**src/sv/framed_command_receiver_defines.svh**
```systemverilog
// Assertion macros shared by the framed command receiver
`ifndef FRAMED_COMMAND_RECEIVER_DEFINES_SVH
`define FRAMED_COMMAND_RECEIVER_DEFINES_SVH

// Checked outside reset
`define FCR_ASSERT(lbl, prop, msg) \
  lbl: assert property (@(posedge clk) disable iff (rst) prop) else $error(msg);

// Checked at every edge, reset included
`define FCR_ASSERT_ALWAYS(lbl, prop, msg) \
  lbl: assert property (@(posedge clk) prop) else $error(msg);

`endif

```
**src/sv/fcr_pkg.sv**
```systemverilog
// Shared types, constants and CRC function for the framed command receiver
package fcr_pkg;

  localparam int PAYLOAD_KEEP = 12;
  localparam int STORE_AW     = $clog2(PAYLOAD_KEEP);

  localparam logic [7:0]  SYNC0      = 8'hFF;
  localparam logic [7:0]  SYNC1      = 8'hFE;
  localparam logic [7:0]  ID_TWIST   = 8'h02;
  localparam logic [7:0]  ID_MODE    = 8'h03;
  localparam logic [7:0]  ID_YAW     = 8'h04;
  localparam logic [6:0]  LEN_TWIST  = 7'd12;
  localparam logic [6:0]  LEN_MODE   = 7'd2;
  localparam logic [6:0]  LIMIT_CAP  = 7'd64;
  localparam logic [15:0] CRC_INIT   = 16'hFFFF;
  localparam logic [15:0] CRC_POLY   = 16'hA001;

  localparam logic [6:0]  MAX_PAYLOAD_RST   = 7'd64;
  localparam logic [7:0]  FRAME_TIMEOUT_RST = 8'd100;

  // configuration register indexes
  localparam logic [1:0] REG_MAX_PAYLOAD   = 2'd0;
  localparam logic [1:0] REG_FRAME_TIMEOUT = 2'd1;

  // result status codes
  localparam logic [2:0] STAT_TWIST    = 3'd0;
  localparam logic [2:0] STAT_MODE     = 3'd1;
  localparam logic [2:0] STAT_YAW      = 3'd2;
  localparam logic [2:0] STAT_IGNORED  = 3'd3;
  localparam logic [2:0] STAT_CRC_BAD  = 3'd4;
  localparam logic [2:0] STAT_LEN_ABRT = 3'd5;
  localparam logic [2:0] STAT_TIMEOUT  = 3'd6;

  typedef struct packed {
    logic [6:0] max_payload;
    logic [7:0] frame_timeout;
  } cfg_t;

  typedef struct packed {
    logic [7:0]  mode_value;
    logic [31:0] angular_z_bits;
    logic [31:0] linear_y_bits;
    logic [31:0] linear_x_bits;
    logic [7:0]  message_id;
    logic [2:0]  status;
  } result_t;

  // CRC-16/MODBUS, one byte, unrolled over eight bit steps
  function automatic logic [15:0] crc_add(input logic [15:0] crc, input logic [7:0] b);
    logic [15:0] c;
    c = crc ^ {8'h00, b};
    for (int k = 0; k < 8; k++) begin
      if (c[0]) begin
        c = (c >> 1) ^ CRC_POLY;
      end else begin
        c = c >> 1;
      end
    end
    return c;
  endfunction

endpackage

```
**src/sv/fcr_in_stage.sv**
```systemverilog
// Input register holding one received byte ahead of the parser
module fcr_in_stage (
  input  logic       clk,
  input  logic       rst,
  input  logic       s_tvalid,
  output logic       s_tready,
  input  logic [7:0] s_tdata,   // [7:0] rx_byte
  input  logic       adv,
  output logic       byte_valid,
  output logic [7:0] rx_byte
);

  assign s_tready = !byte_valid || adv;

  always_ff @(posedge clk) begin
    if (rst) begin
      byte_valid <= 1'b0;
    end else if (s_tready) begin
      byte_valid <= s_tvalid;
    end
  end

  always_ff @(posedge clk) begin
    if (s_tvalid && s_tready) begin
      rx_byte <= s_tdata;
    end
  end

endmodule

```
**src/sv/fcr_parser.sv**
```systemverilog
// Frame parser: state, CRC, payload store and command decode for one byte
module fcr_parser (
  input  logic             clk,
  input  logic             rst,
  input  fcr_pkg::cfg_t    cfg,
  input  logic             adv,
  input  logic [7:0]       rx_byte,
  output logic             res_valid,
  output fcr_pkg::result_t res
);

  localparam logic [2:0] S_IDLE    = 3'd0;
  localparam logic [2:0] S_HEADER  = 3'd1;
  localparam logic [2:0] S_ID      = 3'd2;
  localparam logic [2:0] S_LENGTH  = 3'd3;
  localparam logic [2:0] S_PAYLOAD = 3'd4;
  localparam logic [2:0] S_CRCLO   = 3'd5;
  localparam logic [2:0] S_CRCHI   = 3'd6;

  logic [2:0]  parse_state, parse_state_next;
  logic [7:0]  frame_id, frame_id_next;
  logic [6:0]  frame_length, frame_length_next;
  logic [6:0]  payload_index, payload_index_next;
  logic [7:0]  received_crc_lo, received_crc_lo_next;
  logic [15:0] running_crc, running_crc_next;
  logic [7:0]  byte_count, byte_count_next;
  logic [7:0]  payload_store [fcr_pkg::PAYLOAD_KEEP];

  logic        store_we;
  logic [7:0]  cnt_inc;
  logic [15:0] crc_b;
  logic [6:0]  limit;
  logic [6:0]  idx_inc;

  assign cnt_inc = (byte_count != 8'hFF) ? byte_count + 8'd1 : byte_count;
  assign crc_b   = fcr_pkg::crc_add(running_crc, rx_byte);
  assign limit   = (cfg.max_payload > fcr_pkg::LIMIT_CAP) ? fcr_pkg::LIMIT_CAP
                                                          : cfg.max_payload;
  assign idx_inc = payload_index + 7'd1;

  always_comb begin
    parse_state_next     = parse_state;
    frame_id_next        = frame_id;
    frame_length_next    = frame_length;
    payload_index_next   = payload_index;
    received_crc_lo_next = received_crc_lo;
    running_crc_next     = running_crc;
    byte_count_next      = cnt_inc;
    store_we             = 1'b0;
    res_valid            = 1'b0;
    res                  = '0;

    if (parse_state != S_IDLE && cnt_inc > cfg.frame_timeout) begin
      res_valid         = 1'b1;
      res.status        = fcr_pkg::STAT_TIMEOUT;
      res.message_id    = frame_id;
      parse_state_next  = S_IDLE;
      byte_count_next   = 8'd0;
    end else begin
      case (parse_state)
        S_IDLE: begin
          if (rx_byte == fcr_pkg::SYNC0) begin
            parse_state_next = S_HEADER;
            frame_id_next    = 8'd0;
          end
        end
        S_HEADER: begin
          if (rx_byte == fcr_pkg::SYNC1) begin
            parse_state_next   = S_ID;
            payload_index_next = 7'd0;
            running_crc_next   = fcr_pkg::CRC_INIT;
          end
        end
        S_ID: begin
          frame_id_next    = rx_byte;
          running_crc_next = crc_b;
          parse_state_next = S_LENGTH;
        end
        S_LENGTH: begin
          if (rx_byte > {1'b0, limit}) begin
            res_valid        = 1'b1;
            res.status       = fcr_pkg::STAT_LEN_ABRT;
            res.message_id   = frame_id;
            parse_state_next = S_IDLE;
            byte_count_next  = 8'd0;
          end else begin
            frame_length_next  = rx_byte[6:0];
            running_crc_next   = crc_b;
            payload_index_next = 7'd0;
            parse_state_next   = (rx_byte == 8'd0) ? S_CRCLO : S_PAYLOAD;
          end
        end
        S_PAYLOAD: begin
          store_we           = payload_index < 7'(fcr_pkg::PAYLOAD_KEEP);
          running_crc_next   = crc_b;
          payload_index_next = idx_inc;
          if (idx_inc >= frame_length) begin
            parse_state_next = S_CRCLO;
          end
        end
        S_CRCLO: begin
          received_crc_lo_next = rx_byte;
          parse_state_next     = S_CRCHI;
        end
        S_CRCHI: begin
          res_valid      = 1'b1;
          res.message_id = frame_id;
          if ({rx_byte, received_crc_lo} != running_crc) begin
            res.status = fcr_pkg::STAT_CRC_BAD;
          end else if (frame_id == fcr_pkg::ID_TWIST && frame_length == fcr_pkg::LEN_TWIST) begin
            res.status         = fcr_pkg::STAT_TWIST;
            res.linear_x_bits  = {payload_store[3], payload_store[2],
                                  payload_store[1], payload_store[0]};
            res.linear_y_bits  = {payload_store[7], payload_store[6],
                                  payload_store[5], payload_store[4]};
            res.angular_z_bits = {payload_store[11], payload_store[10],
                                  payload_store[9], payload_store[8]};
          end else if (frame_id == fcr_pkg::ID_MODE && frame_length == fcr_pkg::LEN_MODE) begin
            res.status     = fcr_pkg::STAT_MODE;
            res.mode_value = payload_store[0];
          end else if (frame_id == fcr_pkg::ID_YAW) begin
            res.status = fcr_pkg::STAT_YAW;
          end else begin
            res.status = fcr_pkg::STAT_IGNORED;
          end
          parse_state_next = S_IDLE;
          byte_count_next  = 8'd0;
        end
        default: begin
          parse_state_next = S_IDLE;
          byte_count_next  = 8'd0;
        end
      endcase
    end
  end

  always_ff @(posedge clk) begin
    if (rst) begin
      parse_state     <= S_IDLE;
      frame_id        <= 8'd0;
      frame_length    <= 7'd0;
      payload_index   <= 7'd0;
      received_crc_lo <= 8'd0;
      running_crc     <= fcr_pkg::CRC_INIT;
      byte_count      <= 8'd0;
    end else if (adv) begin
      parse_state     <= parse_state_next;
      frame_id        <= frame_id_next;
      frame_length    <= frame_length_next;
      payload_index   <= payload_index_next;
      received_crc_lo <= received_crc_lo_next;
      running_crc     <= running_crc_next;
      byte_count      <= byte_count_next;
    end
  end

  always_ff @(posedge clk) begin
    if (adv && store_we) begin
      payload_store[payload_index[fcr_pkg::STORE_AW-1:0]] <= rx_byte;
    end
  end

endmodule

```
**src/sv/fcr_out_stage.sv**
```systemverilog
// Result register on the output stream
module fcr_out_stage (
  input  logic             clk,
  input  logic             rst,
  input  logic             load,
  input  fcr_pkg::result_t res,
  output logic             load_ready,
  output logic             m_tvalid,
  input  logic             m_tready,
  output logic [111:0]     m_tdata,  // message_id, linear_x_bits, linear_y_bits,
                                     // angular_z_bits, mode_value
  output logic [2:0]       m_tuser   // status
);

  fcr_pkg::result_t held;

  assign load_ready = !m_tvalid || m_tready;

  always_ff @(posedge clk) begin
    if (rst) begin
      m_tvalid <= 1'b0;
    end else if (load) begin
      m_tvalid <= 1'b1;
    end else if (m_tready) begin
      m_tvalid <= 1'b0;
    end
  end

  always_ff @(posedge clk) begin
    if (load) begin
      held <= res;
    end
  end

  assign m_tdata = {held.mode_value, held.angular_z_bits, held.linear_y_bits,
                    held.linear_x_bits, held.message_id};
  assign m_tuser = held.status;

endmodule

```
**src/sv/framed_command_receiver.sv**
```systemverilog
// Framed command receiver: serial frame parser with CRC-16 check and decode
//
// Input stream s_*: one received byte per transaction in s_tdata.
// Output stream m_*: one result per frame that ends or aborts; m_tuser is
// the status, m_tdata carries id, three raw 32-bit words and the mode byte.
// Fields that do not apply to a status are zero.
// Configuration: cfg_valid/cfg_ready write cfg_data to register cfg_index
// (0 max_payload, 1 frame_timeout); cfg_ready is always high.
// Path: a byte is held in the input register, and its result, if any, is
// loaded into the result register when the parser advances. Throughput is
// one byte per cycle while no waiting result is held back by m_tready: the
// CRC update, state step and decode for a byte sit between the input register and the result register.
// Stalls: while m_tready is low and a result waits, the input register
// still takes one more byte; after that s_tready drops until the result
// is taken.
// Reset (rst, synchronous): parser idle, CRC at 0xFFFF, counters cleared,
// registers back to 64 and 100, both stream registers empty.
`include "framed_command_receiver_defines.svh"

module framed_command_receiver (
  input  logic         clk,
  input  logic         rst,
  input  logic         s_tvalid,
  output logic         s_tready,
  input  logic [7:0]   s_tdata,    // [7:0] rx_byte
  output logic         m_tvalid,
  input  logic         m_tready,
  output logic [111:0] m_tdata,    // [7:0] message_id, [39:8] linear_x_bits,
                                   // [71:40] linear_y_bits,
                                   // [103:72] angular_z_bits, [111:104] mode_value
  output logic [2:0]   m_tuser,    // [2:0] status
  input  logic         cfg_valid,
  output logic         cfg_ready,
  input  logic [1:0]   cfg_index,
  input  logic [7:0]   cfg_data
);

  fcr_pkg::cfg_t    cfg;
  fcr_pkg::result_t res;
  logic             res_valid;
  logic             byte_valid;
  logic [7:0]       rx_byte;
  logic             load_ready;
  logic             adv;

  assign cfg_ready = 1'b1;

  always_ff @(posedge clk) begin
    if (rst) begin
      cfg.max_payload   <= fcr_pkg::MAX_PAYLOAD_RST;
      cfg.frame_timeout <= fcr_pkg::FRAME_TIMEOUT_RST;
    end else if (cfg_valid && cfg_ready) begin
      if (cfg_index == fcr_pkg::REG_MAX_PAYLOAD) begin
        cfg.max_payload <= cfg_data[6:0];
      end else if (cfg_index == fcr_pkg::REG_FRAME_TIMEOUT) begin
        cfg.frame_timeout <= cfg_data;
      end
    end
  end

  assign adv = byte_valid && load_ready;

  fcr_in_stage u_in (
    .clk        (clk),
    .rst        (rst),
    .s_tvalid   (s_tvalid),
    .s_tready   (s_tready),
    .s_tdata    (s_tdata),
    .adv        (adv),
    .byte_valid (byte_valid),
    .rx_byte    (rx_byte)
  );

  fcr_parser u_parser (
    .clk       (clk),
    .rst       (rst),
    .cfg       (cfg),
    .adv       (adv),
    .rx_byte   (rx_byte),
    .res_valid (res_valid),
    .res       (res)
  );

  fcr_out_stage u_out (
    .clk        (clk),
    .rst        (rst),
    .load       (adv && res_valid),
    .res        (res),
    .load_ready (load_ready),
    .m_tvalid   (m_tvalid),
    .m_tready   (m_tready),
    .m_tdata    (m_tdata),
    .m_tuser    (m_tuser)
  );

  `FCR_ASSERT_ALWAYS(a_rst_clears_out, rst |=> !m_tvalid, "result valid after reset")
  `FCR_ASSERT(a_full_blocks_input, (byte_valid && m_tvalid && !m_tready) |-> !s_tready,
              "input taken while both stages are blocked")
  `FCR_ASSERT(a_status_range, m_tvalid |-> (m_tuser <= fcr_pkg::STAT_TIMEOUT),
              "status code out of range")
  `FCR_ASSERT(a_nontwist_words_zero,
              (m_tvalid && m_tuser != fcr_pkg::STAT_TWIST) |-> (m_tdata[103:8] == '0),
              "float words set on a non-twist result")

endmodule
```
**config.mk**
```make
export PLATFORM = sky130hd
export DESIGN_NAME = framed_command_receiver
export DESIGN_NICKNAME = d
export VERILOG_FILES = /design/src/sv/fcr_pkg.sv /design/src/sv/fcr_in_stage.sv /design/src/sv/fcr_parser.sv /design/src/sv/fcr_out_stage.sv /design/src/sv/framed_command_receiver.sv
export VERILOG_INCLUDE_DIRS = /design/src /design/src/sv
export SDC_FILE = /design/constraint.sdc
export NUM_CORES = 1
export LEC_CHECK = 0
export BUFFER_PORTS_ARGS = -buffer_cell sky130_fd_sc_hd__buf_2
export CAP_MARGIN = 25
export CORE_MARGIN = 2
export CORE_UTILIZATION = 38
export CTS_CLUSTER_DIAMETER = 150
export DETAILED_ROUTE_END_ITERATION = 7
export HOLD_SLACK_MARGIN = 0.12
export PLACE_DENSITY = 0.58
export REMOVE_ABC_BUFFERS = 1
export SLEW_MARGIN = 40
export SYNTH_ARGS = -nofsm -noshare
export SYNTH_HDL_FRONTEND = slang
export SYNTH_HIERARCHICAL = 1
export SYNTH_SLANG_ARGS = --single-unit
export TNS_END_PERCENT = 30
```
**constraint.sdc**
```tcl
create_clock -name clk -period 11.35 [get_ports clk]
set_clock_uncertainty 0.1 [all_clocks]
set_input_delay 0.5675 -clock clk [delete_from_list [all_inputs] [get_ports clk]]
set_output_delay 0.5675 -clock clk [all_outputs]
set_load 0.005 [all_outputs]
```
==> key figures <==
CTS
  – CTS tree: built
  – Post-CTS setup buffers: 0
  – Clock latency on the worst-skew pair: 0.55 ns
  – Number of buffers created by CTS: 31
  – # hold bufs at CTS: 8
  – H-tree level count: 1
  – Post-CTS Resized: 0
  – Clk buf depth: 3
  – Clock sink total: 293
  – Worst-path clk slew: 0.06 ns
  – Root buffer cell: clkbuf_16

Timing
  – Fmax: around 210 MHz
  – Hold Vio Cnt, Final: 0
  – Setup TNS: 0 ns
  – Final Slew Violations: 0
  – Slew @ Worst Pin: a little over 0.8 ns
  – Max transition margin: 0.458
  – Setup violators final: 0
  – Post-layout min period: 4.71 ns
  – RSZ-0062 raised after global routing: false
  – Period utilization: 0.415

Detailed routing
  – Drt total wl: approximately 25000 um
  – Post-route ant nets: 0
  – Via count: between 7000 and 8000
  – Per-cell routed wire length: 16.7 um
  – Initial DRC Count: 501
  – DR DRC count: 0
  – Vias per inst: 4.85
  – DRT Pass-1 Iters: 5

Die
  – Die footprint: 33500 um2
  – Starting Density: 0.386
  – Core footprint: 31600 um2
  – Boundary Pins: 141
  – Die span in x: 183 um
  – Num rows: 65
  – Die Y: 183 um

Cells and area
  – P&R area growth vs syn: 18.0%
  – Number of inserted diodes: 0
  – Share of layout cells above drive strength 1: 0.230
  – Commonest non-fill, non-tap cell in the layout: edfxtp_1
  – Final-stage net count: 1122
  – Commonest non-fill, non-tap cells in the layout: edfxtp_1, buf_2, and2_1

Yosys
  – Yosys warnings: 6
  – Mapped Avg Cell Area: ~13 um2
  – Ys async rst share: 0
  – Post-synth top flop: edfxtp_1
  – Library cells used by synthesis: 63
  – Seq/Total Area, Yosys: 0.662
  – Yosys reg bits: approximately 290
  – Number of synthesized flops with an enable pin: 219
  – Cells after synthesis: between 900 and 1000
  – Mapped cell area: 12200 um2

GRT
  – Initial antenna violation count: 0
  – Largest net degree at the start of global routing: 96
  – Global-route wire length before repair: 39300 um
  – GR met1 Demand/Resource: 0.197
  – Global-route track usage on met3: 0.0250
  – Congestion Overflow GR: 0
  – Most Crowded Layer GR: met2
  – Vias in the first global route: 7212
  – Global routing usage on met2: 0.249
  – Overall routing resource usage: 0.147

Placed design
  – DP HPWL: 15600 um
  – GPL Wtd Cong: 0.789
  – Number of port buffers: 139

Critical path
  – Critical path launch point type: flip-flop
  – Worst setup EP type: flip-flop
  – Worst Path Max Fanout: between 80 and 90
  – WP data arrival: 4.77 ns
  – Critical path class: reg -> reg
  – WP data required: about 11 ns

Pwr
  – Leakage power: just under 6 nW
  – PwrDens: 152 nW/um2
  – Max VDD drop: about 0.11 mV
  – Tot Pwr: 2.18 mW

Run status
  – Outcome: complete, no violations

Run
  – Max-Cap Viols: 0

Hold path
  – Hold/Removal Path Class: in -> reg
logic make-up (layout without fill, tap and decap cells):
| group | Yosys count | count (layout) | share of synthesized area |
|---|---|---|---|
| adder cells (fa/ha/maj) | 27 | 27 | 0.0278 |
| buffers and inverters | 76 | 252 | 0.0300 |
| multiplexers | 43 | 43 | 0.0357 |
| AND/OR/NAND/NOR | 347 | 347 | 0.163 |
| XOR/XNOR | 48 | 48 | 0.0357 |
| flip-flops | 293 | 293 | 0.662 |
| AO/OA/AOI/OAI | 85 | 85 | 0.0453 |
| other | 1 | 1 | 0.000308 |
per-stage QoR:
stage | util | std cells | worst slack [ns] | hold slack [ns] | instance area (um2)
6_report | 0.455 | 1498 | 6.64 | 0.180 | 14400
5_1_grt | 0.455 | 1498 | 6.22 | 0.169 | 14400
2_1_floorplan | - | 872 | 5.46 | 0.335 | 11900
4_1_cts | 0.455 | 1498 | 6.60 | 0.158 | 14400
3_5_place_dp | 0.422 | 1433 | 6.66 | 0.364 | 13300
3_3_place_gp | 0.420 | 1432 | 6.58 | 0.352 | 13300
critical path, cell delays in order (launching register included):
cell,delay (ns)
dfxtp_1,0.46
nand3_1,0.17
nor2_1,0.19
nand2_1,0.10
nor2_1,0.26
mux2_2,0.39
ha_1,0.29
nor2b_1,0.13
o211ai_1,0.09
a21oi_1,0.26
o22a_1,0.24
o21ai_0,0.14
nand3_1,0.27
and3_4,0.48
buf_6,0.64
power by group:
group	total (mW)	switching [mW]	internal, mW
combinational	0.0708	0.0431	0.0278
sequential	1.15	0.00275	1.15
clock	0.960	0.390	0.570
total	2.18	0.436	1.75
path summary, 6_finish.rpt:
path	from	endpoint	slack (ns)	cells past startpoint
setup / recovery	u_parser/byte_count[3]	u_out/m_tdata[100]	6.64	14
hold / removal	cfg_data[7]	cfg[7]	0.18	3
setup reg to reg	u_parser/byte_count[3]	u_out/m_tdata[100]	6.64	14
hold reg to reg	cfg[8]	cfg[8]	0.37	2
synth_stat cells, types with 9 or more instances:
library cell / n / share of area
inv_1: 28 / 0.0086
a21oi_1: 28 / 0.012
and2_1: 76 / 0.039
and2_2: 29 / 0.018
nor2b_1: 12 / 0.0062
o21ai_0: 16 / 0.0066
nand4_1: 21 / 0.011
nand2b_1: 30 / 0.015
buf_2: 9 / 0.0037
dfxtp_1: 74 / 0.12
nand2_1: 34 / 0.010
clkbuf_1: 29 / 0.0089
o21bai_1: 10 / 0.0062
nor4_1: 15 / 0.0077
mux2i_1: 40 / 0.033
nand3_1: 21 / 0.0086
nor2_1: 60 / 0.019
ha_1: 27 / 0.028
xnor2_1: 39 / 0.028
edfxtp_1: 219 / 0.54
and3_1: 22 / 0.011
layer usage:
layer,wire [um],share of wire,vias to the layer above
li1,-,-,3576
met5,0,0,-
met2,11700,0.47,216
met1,11400,0.46,3423
met3,1360,0.054,43
met4,520,0.021,0
area by class of cell:
class / instances / area [um2]
fillers: 2900 / 17200
flip-flops and latches: 293 / 8060
multi-input cells: 551 / 3770
repair buffers: 167 / 952
clock buffers: 50 / 916
well taps: 402 / 503
inverters: 28 / 105
clock inverters: 7 / 61.3
state kept, by name, summed over array words and instances (netlist names):
register                  count
u_parser/byte_count           8
u_parser/parse_state          3
u_parser/running_crc         16
u_in/rx_byte                  8
u_parser/payload_store       96
u_out/m_tuser                 3
u_out/m_tdata               112
cfg                          15
u_parser/frame_id             8
u_parser/received_crc_lo      8
u_parser/payload_index        7
u_parser/frame_length         7
u_out/m_tvalid                1
u_in/byte_valid               1
Power figures use the tool's default switching activity.
